<file path="src/pdct_pkg.sv">
// ----------------------------------------------------------------------------
// pdct_pkg
// Shared types and constants for the prescaled down-counting timer.
// ----------------------------------------------------------------------------
`default_nettype none

package pdct_pkg;

    // request kind
    typedef enum logic [1:0] {
        OP_TICK  = 2'd0,
        OP_READ  = 2'd1,
        OP_WRITE = 2'd2
    } op_t;

    // bus register word index
    typedef enum logic [2:0] {
        REG_CFG0    = 3'd0,
        REG_CFG1    = 3'd1,
        REG_CONTROL = 3'd2,
        REG_BUFFER  = 3'd3,
        REG_COMPARE = 3'd4,
        REG_COUNT   = 3'd5,
        REG_STATUS  = 3'd6
    } reg_idx_t;

    // configuration port index
    typedef enum logic [0:0] {
        CFG_PRESCALE = 1'b0,
        CFG_DIVIDER  = 1'b1
    } cfg_idx_t;

    // control word, bit 3 down to bit 0
    typedef struct packed {
        logic auto_reload;
        logic inverter;
        logic update;
        logic run;
    } ctrl_t;

    typedef struct packed {
        logic flag;
        logic enable;
    } stat_t;

    localparam int STAT_EN_BIT   = 0;
    localparam int STAT_FLAG_BIT = 5;
    localparam logic [2:0] DIV_SEL_MAX = 3'd4;

    // terminal count of the power-of-two divider; selects above 4 act as 4
    function automatic logic [3:0] div_limit(input logic [2:0] sel);
        logic [2:0] s;
        s = (sel > DIV_SEL_MAX) ? DIV_SEL_MAX : sel;
        return 4'((5'd1 << s) - 5'd1);
    endfunction

endpackage

`default_nettype wire

</file>
<file path="src/prescaled_down_counting_timer.sv">
// ----------------------------------------------------------------------------
// prescaled_down_counting_timer
// One-channel prescaled auto-reload down-counting timer behind a stream.
// ----------------------------------------------------------------------------
// Usage:
//   Requests arrive on the s_ channel: s_tuser carries the request kind
//   (tick, register read, register write) and the register index, s_tdata
//   the write value. Every request gives exactly one result on the m_
//   channel: read data, the interrupt line after the request, and a flag
//   that the tick found the counter at zero.
//   The result is valid in the cycle after request accept. Throughput is
//   one request per cycle while results are taken, set by the single-pass
//   state update between the timer state registers and the result register.
//   When the receiver stalls, the result register holds its value and
//   s_tready stays high only in a cycle where the held result is taken.
//   The cfg_ port writes the prescale and divider settings directly (index
//   0 prescale minus one, 1 divider select); bus writes reach them too.
//   Reset clears all counters, buffers, control and status: the timer is
//   stopped and no result is pending.
// ----------------------------------------------------------------------------
`default_nettype none

module prescaled_down_counting_timer #(
    parameter int COUNT_WIDTH    = 32,
    parameter int PRESCALE_WIDTH = 8,
    localparam int CfgWidth      = (PRESCALE_WIDTH > 3) ? PRESCALE_WIDTH : 3
) (
    input  wire logic                clk,
    input  wire logic                rst_n,
    // request channel
    input  wire logic                s_tvalid,
    output logic                     s_tready,
    input  wire logic [31:0]         s_tdata,   // [31:0] write_data
    input  wire logic [4:0]          s_tuser,   // [1:0] opcode, [4:2] reg_index
    // result channel
    output logic                     m_tvalid,
    input  wire logic                m_tready,
    output logic [39:0]              m_tdata,   // [31:0] read_data, [32] irq_line,
                                                // [33] expired, [39:34] zero
    // configuration write port
    input  wire logic                cfg_we,
    input  wire logic [0:0]          cfg_index,
    input  wire logic [CfgWidth-1:0] cfg_data
);
    import pdct_pkg::*;

    // timer state
    logic [PRESCALE_WIDTH-1:0] psc_limit_reg, psc_limit_next;
    logic [2:0]                div_sel_reg, div_sel_next;
    logic [PRESCALE_WIDTH-1:0] psc_cnt_reg, psc_cnt_next;
    logic [3:0]                div_cnt_reg, div_cnt_next;
    logic [COUNT_WIDTH-1:0]    count_reg, count_next;
    logic [COUNT_WIDTH-1:0]    reload_reg, reload_next;
    logic [COUNT_WIDTH-1:0]    compare_reg, compare_next;
    ctrl_t                     ctrl_reg, ctrl_next;
    stat_t                     stat_reg, stat_next;

    // core outputs before commit
    logic [PRESCALE_WIDTH-1:0] core_psc_limit;
    logic [2:0]                core_div_sel;
    logic [PRESCALE_WIDTH-1:0] core_psc_cnt;
    logic [3:0]                core_div_cnt;
    logic [COUNT_WIDTH-1:0]    core_count;
    logic [COUNT_WIDTH-1:0]    core_reload;
    logic [COUNT_WIDTH-1:0]    core_compare;
    ctrl_t                     core_ctrl;
    stat_t                     core_stat;
    logic [31:0]               core_rdata;
    logic                      core_irq;
    logic                      core_expired;

    // result register
    logic                      m_tvalid_reg, m_tvalid_next;
    logic [39:0]               m_tdata_reg;

    logic                      accept;

    // take a request whenever the result slot is free or drains this cycle
    assign s_tready = !m_tvalid_reg || m_tready;
    assign accept   = s_tvalid && s_tready;

    pdct_core #(
        .COUNT_WIDTH    (COUNT_WIDTH),
        .PRESCALE_WIDTH (PRESCALE_WIDTH)
    ) u_core (
        .op             (op_t'(s_tuser[1:0])),
        .reg_index      (reg_idx_t'(s_tuser[4:2])),
        .write_data     (s_tdata),
        .psc_limit      (psc_limit_reg),
        .div_sel        (div_sel_reg),
        .psc_cnt        (psc_cnt_reg),
        .div_cnt        (div_cnt_reg),
        .count          (count_reg),
        .reload         (reload_reg),
        .compare        (compare_reg),
        .ctrl           (ctrl_reg),
        .stat           (stat_reg),
        .psc_limit_next (core_psc_limit),
        .div_sel_next   (core_div_sel),
        .psc_cnt_next   (core_psc_cnt),
        .div_cnt_next   (core_div_cnt),
        .count_next     (core_count),
        .reload_next    (core_reload),
        .compare_next   (core_compare),
        .ctrl_next      (core_ctrl),
        .stat_next      (core_stat),
        .read_data      (core_rdata),
        .irq_line       (core_irq),
        .expired        (core_expired)
    );

    // commit core results on accept; config port writes land when idle
    always_comb
    begin
        psc_limit_next = psc_limit_reg;
        div_sel_next   = div_sel_reg;
        psc_cnt_next   = psc_cnt_reg;
        div_cnt_next   = div_cnt_reg;
        count_next     = count_reg;
        reload_next    = reload_reg;
        compare_next   = compare_reg;
        ctrl_next      = ctrl_reg;
        stat_next      = stat_reg;
        if (accept)
        begin
            psc_limit_next = core_psc_limit;
            div_sel_next   = core_div_sel;
            psc_cnt_next   = core_psc_cnt;
            div_cnt_next   = core_div_cnt;
            count_next     = core_count;
            reload_next    = core_reload;
            compare_next   = core_compare;
            ctrl_next      = core_ctrl;
            stat_next      = core_stat;
        end
        else if (cfg_we)
        begin
            unique case (cfg_idx_t'(cfg_index))
                CFG_PRESCALE: psc_limit_next = cfg_data[PRESCALE_WIDTH-1:0];
                CFG_DIVIDER:  div_sel_next   = cfg_data[2:0];
                default: ;
            endcase
        end
    end

    always_comb
    begin
        m_tvalid_next = m_tvalid_reg;
        if (accept)
            m_tvalid_next = 1'b1;
        else if (m_tready)
            m_tvalid_next = 1'b0;
    end

    always_ff @(posedge clk or negedge rst_n)
    begin
        if (!rst_n)
        begin
            psc_limit_reg <= '0;
            div_sel_reg   <= '0;
            psc_cnt_reg   <= '0;
            div_cnt_reg   <= '0;
            count_reg     <= '0;
            reload_reg    <= '0;
            compare_reg   <= '0;
            ctrl_reg      <= '0;
            stat_reg      <= '0;
            m_tvalid_reg  <= 1'b0;
        end
        else
        begin
            psc_limit_reg <= psc_limit_next;
            div_sel_reg   <= div_sel_next;
            psc_cnt_reg   <= psc_cnt_next;
            div_cnt_reg   <= div_cnt_next;
            count_reg     <= count_next;
            reload_reg    <= reload_next;
            compare_reg   <= compare_next;
            ctrl_reg      <= ctrl_next;
            stat_reg      <= stat_next;
            m_tvalid_reg  <= m_tvalid_next;
        end
    end

    // result payload, no reset needed
    always_ff @(posedge clk)
    begin
        if (accept)
            m_tdata_reg <= {6'd0, core_expired, core_irq, core_rdata};
    end

    assign m_tvalid = m_tvalid_reg;
    assign m_tdata  = m_tdata_reg;

endmodule

`default_nettype wire

</file>
<file path="src/pdct_core.sv">
// ----------------------------------------------------------------------------
// pdct_core
// Single-pass next-state and result logic for one timer request.
// ----------------------------------------------------------------------------
`default_nettype none

module pdct_core #(
    parameter int COUNT_WIDTH    = 32,
    parameter int PRESCALE_WIDTH = 8
) (
    input  var pdct_pkg::op_t               op,
    input  var pdct_pkg::reg_idx_t          reg_index,
    input  wire logic [31:0]                write_data,
    input  wire logic [PRESCALE_WIDTH-1:0]  psc_limit,
    input  wire logic [2:0]                 div_sel,
    input  wire logic [PRESCALE_WIDTH-1:0]  psc_cnt,
    input  wire logic [3:0]                 div_cnt,
    input  wire logic [COUNT_WIDTH-1:0]     count,
    input  wire logic [COUNT_WIDTH-1:0]     reload,
    input  wire logic [COUNT_WIDTH-1:0]     compare,
    input  var pdct_pkg::ctrl_t             ctrl,
    input  var pdct_pkg::stat_t             stat,
    output logic [PRESCALE_WIDTH-1:0]       psc_limit_next,
    output logic [2:0]                      div_sel_next,
    output logic [PRESCALE_WIDTH-1:0]       psc_cnt_next,
    output logic [3:0]                      div_cnt_next,
    output logic [COUNT_WIDTH-1:0]          count_next,
    output logic [COUNT_WIDTH-1:0]          reload_next,
    output logic [COUNT_WIDTH-1:0]          compare_next,
    output pdct_pkg::ctrl_t                 ctrl_next,
    output pdct_pkg::stat_t                 stat_next,
    output logic [31:0]                     read_data,
    output logic                            irq_line,
    output logic                            expired
);
    import pdct_pkg::*;

    logic [COUNT_WIDTH+31:0] wdata_wide;
    logic [COUNT_WIDTH-1:0]  wdata_cnt;
    logic [COUNT_WIDTH+31:0] count_wide;
    logic [COUNT_WIDTH+31:0] reload_wide;
    logic [COUNT_WIDTH+31:0] compare_wide;

    // resize between the 32-bit bus and the counter width
    assign wdata_wide   = {{COUNT_WIDTH{1'b0}}, write_data};
    assign wdata_cnt    = wdata_wide[COUNT_WIDTH-1:0];
    assign count_wide   = {32'd0, count};
    assign reload_wide  = {32'd0, reload};
    assign compare_wide = {32'd0, compare};

    always_comb
    begin
        psc_limit_next = psc_limit;
        div_sel_next   = div_sel;
        psc_cnt_next   = psc_cnt;
        div_cnt_next   = div_cnt;
        count_next     = count;
        reload_next    = reload;
        compare_next   = compare;
        ctrl_next      = ctrl;
        stat_next      = stat;
        read_data      = '0;
        expired        = 1'b0;

        case (op)
            OP_TICK:
            begin
                if (ctrl.run)
                begin
                    if (psc_cnt < psc_limit)
                    begin
                        psc_cnt_next = psc_cnt + 1'b1;
                    end
                    else
                    begin
                        psc_cnt_next = '0;
                        if (div_cnt < div_limit(div_sel))
                        begin
                            div_cnt_next = div_cnt + 4'd1;
                        end
                        else
                        begin
                            div_cnt_next = '0;
                            if (count != '0)
                            begin
                                count_next = count - 1'b1;
                            end
                            else
                            begin
                                expired        = 1'b1;
                                stat_next.flag = 1'b1;
                                if (ctrl.auto_reload)
                                    count_next = reload;
                                else
                                    ctrl_next.run = 1'b0;
                            end
                        end
                    end
                end
            end
            OP_READ:
            begin
                unique case (reg_index)
                    REG_CFG0:    read_data = {{(32-PRESCALE_WIDTH){1'b0}}, psc_limit};
                    REG_CFG1:    read_data = {29'd0, div_sel};
                    REG_CONTROL: read_data = {28'd0, ctrl};
                    REG_BUFFER:  read_data = reload_wide[31:0];
                    REG_COMPARE: read_data = compare_wide[31:0];
                    REG_COUNT:   read_data = count_wide[31:0];
                    REG_STATUS:  read_data = {26'd0, stat.flag, 4'd0, stat.enable};
                    default:     read_data = '0;
                endcase
            end
            OP_WRITE:
            begin
                unique case (reg_index)
                    REG_CFG0:    psc_limit_next = write_data[PRESCALE_WIDTH-1:0];
                    REG_CFG1:    div_sel_next   = write_data[2:0];
                    REG_CONTROL:
                    begin
                        ctrl_next = ctrl_t'(write_data[3:0]);
                        if (ctrl_next.update)
                        begin
                            count_next   = reload;
                            psc_cnt_next = '0;
                            div_cnt_next = '0;
                        end
                    end
                    REG_BUFFER:  reload_next  = wdata_cnt;
                    REG_COMPARE: compare_next = wdata_cnt;
                    REG_STATUS:
                    begin
                        stat_next.enable = write_data[STAT_EN_BIT];
                        if (write_data[STAT_FLAG_BIT])
                            stat_next.flag = 1'b0;
                    end
                    default: ;  // count is read-only, index 7 unused
                endcase
            end
            default: ;  // unused opcode
        endcase

        irq_line = stat_next.flag & stat_next.enable;
    end

endmodule

`default_nettype wire

</file>
<file path="config.mk">
export PLATFORM = sky130hd
export DESIGN_NAME = prescaled_down_counting_timer
export DESIGN_NICKNAME = d
export VERILOG_FILES = /design/src/pdct_pkg.sv /design/src/prescaled_down_counting_timer.sv /design/src/pdct_core.sv
export SDC_FILE = /design/constraint.sdc
export NUM_CORES = 1
export LEC_CHECK = 0
export ABC_AREA = 1
export BUFFER_PORTS_ARGS = -buffer_cell sky130_fd_sc_hd__buf_2
export CORE_MARGIN = 10
export CORE_UTILIZATION = 33
export DETAILED_ROUTE_END_ITERATION = 10
export GPL_ROUTABILITY_DRIVEN = 0
export PLACE_DENSITY = 0.52
export SYNTH_ARGS = -nofsm -noshare
export SYNTH_HDL_FRONTEND = slang
export SYNTH_HIERARCHICAL = 1
export SYNTH_SLANG_ARGS = --single-unit
export TNS_END_PERCENT = 20
</file>
<file path="constraint.sdc">
create_clock -name clk -period 2.65 [get_ports clk]
set_input_delay 0.1325 -clock clk [delete_from_list [all_inputs] [get_ports clk]]
set_output_delay 0.1325 -clock clk [all_outputs]
set_load 0.05 [all_outputs]
</file>
==> Word level (Yosys, flattened, before mapping) <==
Cells that the tools add are included.
{ "word_totals": {"register_bits": 160, "latchBits": 0, "ramBits": 0, "mem_bits_ro": 0, "in_bits": 51, "out_inout_bits": 42, "word_cells": 115, "mem_count": 0} }
{ "classes": {"n_addsub": 4, "n_mul": 0, "n_div": 0, "n_lt_le_gt_ge": 3, "n_eq_ne": 18, "n_shift": 1, "n_mux": 49, "bitwise_logic": 3, "n_reduce_logical": 20} }
{ "ops": {"columns": ["cell", "count"], "rows": [
  ["2-to-1 mux 32 bit", 7],
  ["one-hot mux 32 bit (7 select lines)", 1],
  ["2-to-1 mux 8 bit", 9],
  ["one-hot mux 32 bit (2 select lines)", 1],
  ["nonzero test 32 bit", 1],
  ["subtractor 32 x 1 -> 32 bit, second input constant", 1],
  ["2-to-1 mux 4 bit", 5],
  ["2-to-1 mux 3 bit", 6],
  ["one-hot mux 8 bit (2 select lines)", 1],
  ["2-to-1 mux 1 bit", 15],
  ["AND reduction 3 bit", 4],
  ["inequality test 2 bit, second input constant", 5],
  ["equality test 3 bit, second input constant", 3],
  ["adder 8 x 1 -> 8 bit, second input constant", 1],
  ["less-than comparator 8 bit", 1],
  ["inequality test 2 x 1 -> 1 bit, second input constant", 4],
  ["one-hot mux 4 bit (2 select lines)", 1],
  ["AND reduction 4 bit", 2],
  ["AND reduction 8 bit", 1],
  ["nonzero test 2 bit", 4],
  ["equality test 3 x 2 -> 1 bit, second input constant", 2],
  ["AND reduction 6 bit", 1],
  ["AND reduction 5 bit", 1],
  ["adder 4 x 1 -> 4 bit, second input constant", 1],
  ["other kinds (18)", 20]
]} }

==> Depth between registers and ports, before layout <==
{ "logic_depth": {"ltp_word": 10, "ltp_mapped": 16, "ltp_nobuf": 15} }

==> Cells and area by module <==
Netlist, hierarchy kept.
{ "modules_own_cells": {"columns": ["mod", "instances", "cells_per_inst", "area_per_inst_um2"], "rows": [
  ["prescaled_down_counting_timer", 1, 599, 5965.7],
  ["pdct_core", 1, 1085, 5211.2]
]} }

==> Least setup slack after synthesis <==
OpenSTA, ideal clock, no wires.
{ "synth_path": {"path_kind": "register -> register", "start": "register m_tvalid_reg (netlist: m_tvalid)", "end": "register m_tdata_reg[0] (netlist: m_tdata[0]) (enable)", "setup_time_ns": 0.378, "t_arrival_ns": 1.655, "path_slack_ns": 0.617, "stages_incl_launch_ff": 5, "path_buffers": 1, "synth_period_minus_slack_ns": 2.033, "path_cell_list": "dfrtp_1 nand2_2 nand2_2 inv_2 buf_2"} }
{ "synth_via": {"elab_chain_cells": 3} }
{ "synth_rtl": {"columns": ["item", "line_no", "source"], "rows": [
  ["start: declaration", "prescaled_down_counting_timer.sv:73", "logic m_tvalid_reg, m_tvalid_next;"],
  ["start signal: assignment", "prescaled_down_counting_timer.sv:181", "m_tvalid_reg <= m_tvalid_next;"],
  ["logical NOT 1 bit", "prescaled_down_counting_timer.sv:79", "assign s_tready = !m_tvalid_reg || m_tready;"],
  ["logical OR 1 bit", "prescaled_down_counting_timer.sv:79", null],
  ["named net s_tready", "prescaled_down_counting_timer.sv:32", "output logic s_tready,"],
  ["logical AND 1 bit", "prescaled_down_counting_timer.sv:80", "assign accept = s_tvalid && s_tready;"],
  ["named net accept", "prescaled_down_counting_timer.sv:76", "logic accept;"],
  ["end signal: assignment", "prescaled_down_counting_timer.sv:189", "m_tdata_reg <= {6'd0, core_expired, core_irq, core_rdata};"],
  ["end: declaration", "prescaled_down_counting_timer.sv:74", "logic [39:0] m_tdata_reg;"]
]} }
The timed path passes the listed nets, and every way through them passes these cells.
A chain may end at the register's enable or synchronous reset.

==> Worst setup path in the final report <==
{ "layout_path": {"start": "register psc_cnt_reg[7]", "end": "register count_reg[6]"} }
{ "layout_via": {"elab_chain_cells": 3} }
{ "layout_rtl": {"columns": ["item", "line_no", "source"], "rows": [
  ["start: declaration", "prescaled_down_counting_timer.sv:50", "logic [PRESCALE_WIDTH-1:0] psc_cnt_reg, psc_cnt_next;"],
  ["start signal: assignment", "prescaled_down_counting_timer.sv:174", "psc_cnt_reg <= psc_cnt_next;"],
  ["less-than comparator 8 bit", "pdct_core.sv:70", "if (psc_cnt < psc_limit)"],
  ["inequality test 2 bit (no source line)", null, null],
  ["AND reduction 8 bit (no source line)", null, null],
  ["end signal: assignment", "prescaled_down_counting_timer.sv:176", "count_reg <= count_next;"],
  ["end: declaration", "prescaled_down_counting_timer.sv:52", "logic [COUNT_WIDTH-1:0] count_reg, count_next;"]
]} }
No other way between the ends.

==> results_dict.tcl <==
set metrics [dict create \
    powerDensity_nw_per_um2 849 \
    path_max_fanout 15 \
    fin_ws_ns 0.266 \
    swShare_pct 45.9 \
    post_cts_buffers 0 \
    ys_top_cells_by_count "nand2_1, inv_1, dfrtp_1" \
    synth_edf_count 34 \
    drtPass1Iterations 6 \
    p_sw_mw 4.95 \
    cts-htree-levels 4 \
    cp.arrival_ns 2.71 \
    p_int_mw 5.84 \
    std_cell_rows 67 \
    grt_start_max_net_pins 139 \
    async_flop_share_pct 78.8 \
    gr-usage-all-layers_pct 19.0 \
    cts_tree "done" \
    drc 0 \
    grt_pass1_wl_um 62400 \
    clk_path_buf_depth 2 \
    yosysUniqueCellTypes 43 \
    drv_cap 0 \
    nets 1815 \
    top_level_ports 93 \
    syn_to_final_growth_pct 13.7 \
    netlist_area_um2 11200 \
    drt_iter0_drc 1219 \
    period_minus_slack_ns 2.38 \
    grt_use_met3_pct 2.33 \
    finalWirelength_um 39400 \
    timing.fmax_ghz 0.420 \
    ir_drop_mv 0.500 \
    maxSlewHeadroom_pct 53.8 \
    drtAntennaViolNets 0 \
    leakagePower_nw 6.57 \
    portBuffers 86 \
    overflow 0 \
    die_y_um 204 \
    ys_warn_count 6 \
    synthCells 1684 \
    via_per_inst 5.07 \
    yosys_register_bits 160 \
    wl_per_cell_um 17.8 \
    final-max-slew-violation-count 0 \
    synth_top_area_share_pct 28.2 \
    yosysTopAreaCell "dfrtp_1" \
    power_frac_comb_pct 43.5 \
    grt_use_met2_pct 27.7 \
    yosysSeqAreaShare_pct 37.3 \
    dr_total_vias 11200 \
    clock-skew-final_ns 0.0109 \
    clk_root_buffer_cell "clkbuf_16" \
    met1_usage_pct 28.7 \
    die_x_um 204 \
    die_area_um2 41600 \
    clock_sinks 160 \
    dpl-instance-area_um2 12000 \
    power_mw 10.8 \
    diodes 0 \
    pre_cts_ws_ns 0.294 \
    utilization_pct 38.0 \
    grt.busiest_layer "met1" \
    cp-start-kind "register" \
    cts_buffers 17 \
    finalHoldViolCount 0 \
    setup_tns_ns 0 \
    seqPwrFrac_pct 32.6 \
    drive_gt1_share_pct 11.5 \
    critPathKind "register to register" \
    cts-hold-fix-buffers 8 \
    grt_pass1_vias 10500 \
    hpwl_um 27800 \
    grt_antenna_before_repair 0 \
    synth.avg_cell_area_um2 6.64 \
    pwr-share-clk_pct 23.9 \
    status "completed" \
    synth_flop_cell "dfrtp_1" \
    cp.required_ns 2.98 \
    yosys-top-cells-area "dfrtp_1, nand2_1, edfxtp_1" \
    min_period_over_period_pct 90.0 \
    core_um2 33400 \
    rsz0062_at_grt "no" \
    worst_pin_slew_ns 0.693 \
    yosysMostFrequentCell "nand2_1" \
    final_area_um2 12700 \
    start_util_pct 33.4 \
    hp-class "primary input to register" \
    clkTransAtPathRegs_ns 0.07 \
    cp-end-kind "register" \
    largest_register_ffs 34 \
    setup_viol 0 \
    ctsResizeCount 0 \
    clock_latency_ns 0.44 \
]
-- metrics by stage --
step | hold WS, ns | cells
final | 0.0217 | 2212
after global placement | 0.202 | 2172
after detailed placement | 0.200 | 2172
after floorplan | -0.163 | 1689
after global routing | 0.0438 | 2212
after CTS | 0.0113 | 2212
-- cells by family (layout without fill, tap and decap cells) --
| logic type | count (synthesis) | in the layout | synth area share, % |
|---|---|---|---|
| DFF | 160 | 160 | 37.3 |
| adders and majority gates | 13 | 13 | 1.46 |
| other | 1 | 6 | 0.0336 |
| and+or+nand+nor | 1007 | 1007 | 38.0 |
| buffers and inverters | 262 | 337 | 10.3 |
| AOI/OAI and AO/OA | 232 | 232 | 12.1 |
| xor gates and xnor gates | 9 | 9 | 0.705 |
-- power groups by stage --
stage | sequential, mW | combinational [mW] | clock, mW
after global placement | 3.53 | 4.58 | 0
after floorplan | 3.46 | 3.48 | 0
after CTS | 3.50 | 4.64 | 2.62
after global routing | 3.59 | 5.28 | 2.72
after detailed placement | 3.55 | 4.61 | 0
final | 3.52 | 4.69 | 2.58
-- cells in the final DEF (no fill, tap or decap), types with 3 or more instances in the layout --
master / netlist / routed
dfrtp_1: 126 / 126
clkinv_1: 4 / 4
o21ai_1: 21 / 21
nand4_1: 11 / 11
a22oi_1: 11 / 11
buf_2: 26 / 85
ha_1: 13 / 13
clkbuf_16: 0 / 18
inv_1: 171 / 171
buf_12: 0 / 7
o221ai_1: 19 / 19
nor2_4: 11 / 11
inv_4: 0 / 3
inv_6: 0 / 5
a21oi_1: 20 / 20
nor3_1: 4 / 4
buf_4: 22 / 21
o211ai_1: 15 / 15
nand3_2: 5 / 5
a221oi_1: 5 / 5
nand2_4: 5 / 6
nand3_1: 105 / 105
nor2_1: 99 / 98
nand2_2: 12 / 12
o21ai_0: 125 / 125
nor2_2: 5 / 6
xor2_1: 9 / 9
o22ai_1: 11 / 11
inv_2: 7 / 6
dlygate4sd3_1: 0 / 8
conb_1: 1 / 6
nand2_1: 735 / 734
nand3b_1: 7 / 7
edfxtp_1: 34 / 34
clkinv_4: 0 / 3
-- final cells by class --
| class | count | area (um2) |
|---|---|---|
| clock buffers | 18 | 450 |
| repair buffers | 122 | 815 |
| well taps | 448 | 561 |
| clock inverters | 14 | 143 |
| flip-flops and latches | 160 | 4170 |
| inverters | 183 | 691 |
| fillers | 3580 | 20700 |
| multi-input cells | 1267 | 5880 |
-- per-layer routing --
| metal | up-vias | share of wire, % |
|---|---|---|
| li1 | 5493 | - |
| met1 | 5258 | 49 |
| met2 | 417 | 43 |
| met3 | 43 | 6.9 |
| met4 | 0 | 1.8 |
| met5 | - | 0 |
-- worst max-delay path, cell delays in order, from the launching register on --
cell and delay (ns):
dfrtp_1 0.46, ha_1 0.32, nand2_1 0.07, nor2_1 0.16, nand2_1 0.14, nand2_4 0.16, nand2_2 0.10, nor2_4 0.46
nand2_1 0.11, nand3_1 0.09, nand3_1 0.06, nand2_1 0.07, nand2_1 0.06
-- path summary, 6_finish.rpt --
path                                 from             end  slack (ns)  cells past startpoint
hold reg to reg               stat_reg[1]     stat_reg[1]        0.49                      2
setup reg to reg           psc_cnt_reg[7]    count_reg[6]        0.27                     12
max in group asynchronous           rst_n  compare_reg[1]        1.59                      3
hold / removal                   m_tready        m_tvalid        0.02                      4
min in group asynchronous           rst_n        m_tvalid        0.28                      2
setup / recovery           psc_cnt_reg[7]    count_reg[6]        0.27                     12
Note: power is estimated with default switching activity, not from simulation.
